--- src/sv/sbmq_ram.sv ---
// Simple dual-port synchronous RAM with one write port and one registered read port.
// Used for the queue pointer, link and key stores; no package dependencies.
`default_nettype none

module sbmq_ram #(
    parameter int WIDTH = 8,
    parameter int DEPTH = 256,
    parameter int AW    = 8
) (
    input  wire logic             clk,
    input  wire logic             we,
    input  wire logic [AW-1:0]    waddr,
    input  wire logic [WIDTH-1:0] wdata,
    input  wire logic             re,
    input  wire logic [AW-1:0]    raddr,
    output logic      [WIDTH-1:0] rdata
);

    logic [WIDTH-1:0] mem [DEPTH];

    always_ff @(posedge clk)
    begin
        if (we)
        begin
            mem[waddr] <= wdata;
        end
    end

    // Read data holds until the next read is issued.
    always_ff @(posedge clk)
    begin
        if (re)
        begin
            rdata <= mem[raddr];
        end
    end

endmodule

`default_nettype wire

--- config.mk ---
export PLATFORM = sky130hd
export DESIGN_NAME = sbmq_ram
export DESIGN_NICKNAME = d
export VERILOG_FILES = /design/src/sv/sbmq_ram.sv
export SDC_FILE = /design/constraint.sdc
export NUM_CORES = 2
export LEC_CHECK = 0
export ABC_AREA = 0
export BUFFER_PORTS_ARGS = -buffer_cell sky130_fd_sc_hd__clkbuf_2
export CORE_MARGIN = 3
export CORE_UTILIZATION = 50
export DETAILED_ROUTE_END_ITERATION = 7
export PLACE_DENSITY = 0.68
export SLEW_MARGIN = 20
export SYNTH_ARGS = -nofsm -noshare
export SYNTH_HDL_FRONTEND = slang
export SYNTH_SLANG_ARGS = --single-unit
--- constraint.sdc ---
create_clock -name clk -period 2.3 [get_ports clk]
set_input_delay 0.115 -clock clk [delete_from_list [all_inputs] [get_ports clk]]
set_output_delay 0.115 -clock clk [all_outputs]
set_load 0.1 [all_outputs]
==> results.txt <==
----------------------------------------------------
[Run status]
  Result of the run ... complete, but fails checks
  Violations in the final reports ... setup timing

[Drt]
  Number of DRC violations after detailed-routing iteration 0 ... 5073
  Number of nets with antenna violations after detailed routing ... 0
  Total wire length after detailed routing ... 196000 um
  Mean routed wirelength per cell ... 29.4 um
  Pre-Repair DR Iteration Count ... 6
  Drt drc ... 0
  Vias after detailed routing ... 41100
  Average via count per standard cell ... 6.17

[STA]
  Setup repair after global routing missed its margin ... yes
  Total negative slack ... -0.254 ns
  Final count of pins violating max slew ... 0
  Highest clock rate ... 0.421 GHz
  Slew HR ... 32.7%
  Fraction of the cycle the final worst path needs ... 103%
  Worst-case setup margin in the final layout ... -0.0759 ns
  Number of setup violations in the final report ... 4
  Minimum hold slack ... 0.0891 ns
  Final Hold Viols ... 0
  Actual transition at the worst max-transition pin ... 1.01 ns
  Final min period ... 2.38 ns
  Clock tree skew after final layout ... 0.0306 ns

[Placed design]
  Gp weighted congestion ... 0.880
  DP Wirelength ... 126000 um
  Cell count after placement ... 6286
  Buffers added on ports ... 34
  Placed standard-cell area ... 87400 um2

[Final layout]
  Layout cell share with drive strength beyond 1 ... 32.7%
  Final-stage net count ... 4472
  Area of all placed cells without fillers ... 94200 um2
  Post-route non-filler standard cell count ... 6668
  Relative area change from synthesis to final layout ... 18.3%

[Synthesis]
  Synth Area per Inst ... 21.3 um2
  Netlist Area Pre-Place ... 79600 um2
  Largest cells by area after synthesis ... edfxtp_1, mux4_2, mux2i_1, nor2_1, a22oi_1
  Most area-hungry cell type in the Yosys netlist ... edfxtp_1
  Total of warnings raised by yosys ... 0
  Number of flops mapped to enable cells by yosys ... 2056
  Post-synth top cells ... edfxtp_1, mux4_2, nor2_1, mux2i_1, a22oi_1
  Cell count after synthesis ... 3733
  Number of register bits inferred by synthesis ... 2056
  Flip-flop cell with the highest count after synthesis ... edfxtp_1
  Leading cell type by number of instances after synthesis ... edfxtp_1
  Fraction of the yosys area taken by sequential cells ... 77.5%
  Net count of the mapped netlist ... 3760
  Synth unique cells ... 54
  Fraction of synthesis flops using an asynchronous set or reset pin ... 0%
  Yosys top cell area share ... 77.5%

[Critical path]
  CP required ... 2.84 ns
  Setup Crit Path Kind ... reg -> reg
  Arrival time at the worst endpoint ... 2.92 ns
  Critical Path Start Type ... register
  Endpoint class of the critical path ... register
  Highest fanout seen on the critical path ... 1

[Power]
  Leakage power total ... 0.0306 uW
  Peak supply drop ... 0.000773 V
  Total power of the final layout ... 77400 uW
  Power density of the placed cells ... 821 nW/um2

[CTS]
  Count of clock tree sinks ... 2056
  Clock transition at the registers of the reported paths ... 0.06 ns
  Buffer type at the clock tree root ... clkbuf_16
  TritonCTS clock tree ... done
  Max Root-Sink Buffers ... 3
  Worst-Skew Late Latency ... 0.84 ns
  Number of H-tree branching levels ... 4
  Number of clock buffers inserted by TritonCTS ... 200

[Floorplan]
  Horiz. Die Dim ... 405 um
  Full die area ... 164000 um2
  Std-Cell Rows ... 145
  Initial Util ... 50.6%
  I/O pin total ... 35
  Overall die height ... 405 um
  Total core area ... 157000 um2

[Global routing]
  Initial antenna violation count ... 7
  Congestion Overflow GR ... 0
  Top Usage Layer GRT ... met2
  Maximum number of pins on one net before global-route repair ... 109
  Routing usage on met2 ... 38.4%
  Global-route met3 utilization ... 4.89%
  Global routing usage on met1 ... 34.8%
  Wire length of the first global-routing pass ... 288000 um
  Via count of the first global-routing pass ... 41500
  Global-route total usage across every layer ... 24.4%

[Flow run]
  Max-cap violation count ... 0

[Worst hold path]
  Type of the tightest min-delay check ... in -> reg

----------------------------------------------------
-- per-layer routing --
metal  up-vias  wire (um)  part of all wire (%)
met5         -         52                 0.026
met4         6       5500                   2.8
met3       317      18500                   9.4
met2      2044      95100                    48
met1     21600      77200                    39
li1      17100          -                     -
-- area by class of cell --
class	instances	area [um2]
tap	2058	2570
sequential	2056	61700
antenna	5	12.5
inverter	2	7.51
fill	10800	63100
timing repair buffer	743	6720
multi-input combinational	1442	16900
clock buffer	255	5340
clock inverter	107	946
-- sequential cells by signal, indices dropped and copies added (netlist names) --
signal	flops
rdata	8
mem	2048
-- where the power goes --
| part | internal [uW] | switching [uW] |
|---|---|---|
| Clock | 18000 | 13500 |
| Combinational | 1810 | 2700 |
| Sequential | 41300 | 49.1 |
| Total | 61100 | 16200 |
-- metrics by stage --
stage	worst slack (ns)	utilization, %
after floorplan	0.109	-
after global placement	-1.08	55.6
after detailed placement	-1.04	55.6
after CTS	-0.149	59.8
after global routing	-0.136	59.9
final	-0.0759	59.9
-- kinds of logic after synthesis --
logic type	synth area share, %
muxes	14.6
AOI/OAI and AO/OA	3.42
and+or+nand+nor	2.63
DFF	77.5
buffers and inverters	1.83
-- worst max-delay path, cell delays in order, from the launching register on --
cell       delay [ns]
edfxtp_1         0.35
mux4_2           0.52
mux4_2           0.54
nor2_4           0.15
a2111oi_4        0.06
nor3_2           0.24
buf_6            0.19
nor4_2           0.06
-- final timing paths --
check	start	end	slack (ns)	cells after the start
max reg2reg	mem[139][1]	rdata[1]	-0.08	7
min	waddr[6]	mem[226][1]	0.09	3
max	mem[139][1]	rdata[1]	-0.08	7
min reg2reg	mem[41][3]	rdata[3]	1.19	7
-- timing repair --
action,in CTS,in global routing
buffers inserted,0,0
pin swaps,16,6
hold buffers,16,0
setup endpoints to repair,8,8
gates resized for setup,41,22
hold endpoints to repair,1016,0
-- cell usage in the layout, fill, tap and decap left out, types with 11 or more instances in the layout --
cell,instances
a22oi_1,131
o221ai_1,44
nand2_1,33
clkbuf_1,49
nor3_1,18
nor2b_1,27
nor2_1,274
clkinv_2,30
nor4_1,11
clkinv_1,51
a21oi_1,95
a211oi_1,13
dlygate4sd3_1,16
o22ai_1,28
bufinv_16,15
nand3_1,31
edfxtp_1,2056
clkbuf_2,22
mux4_2,454
buf_4,605
clkbuf_16,206
buf_12,86
mux2i_1,134
(Power assumes the default switching activity.)
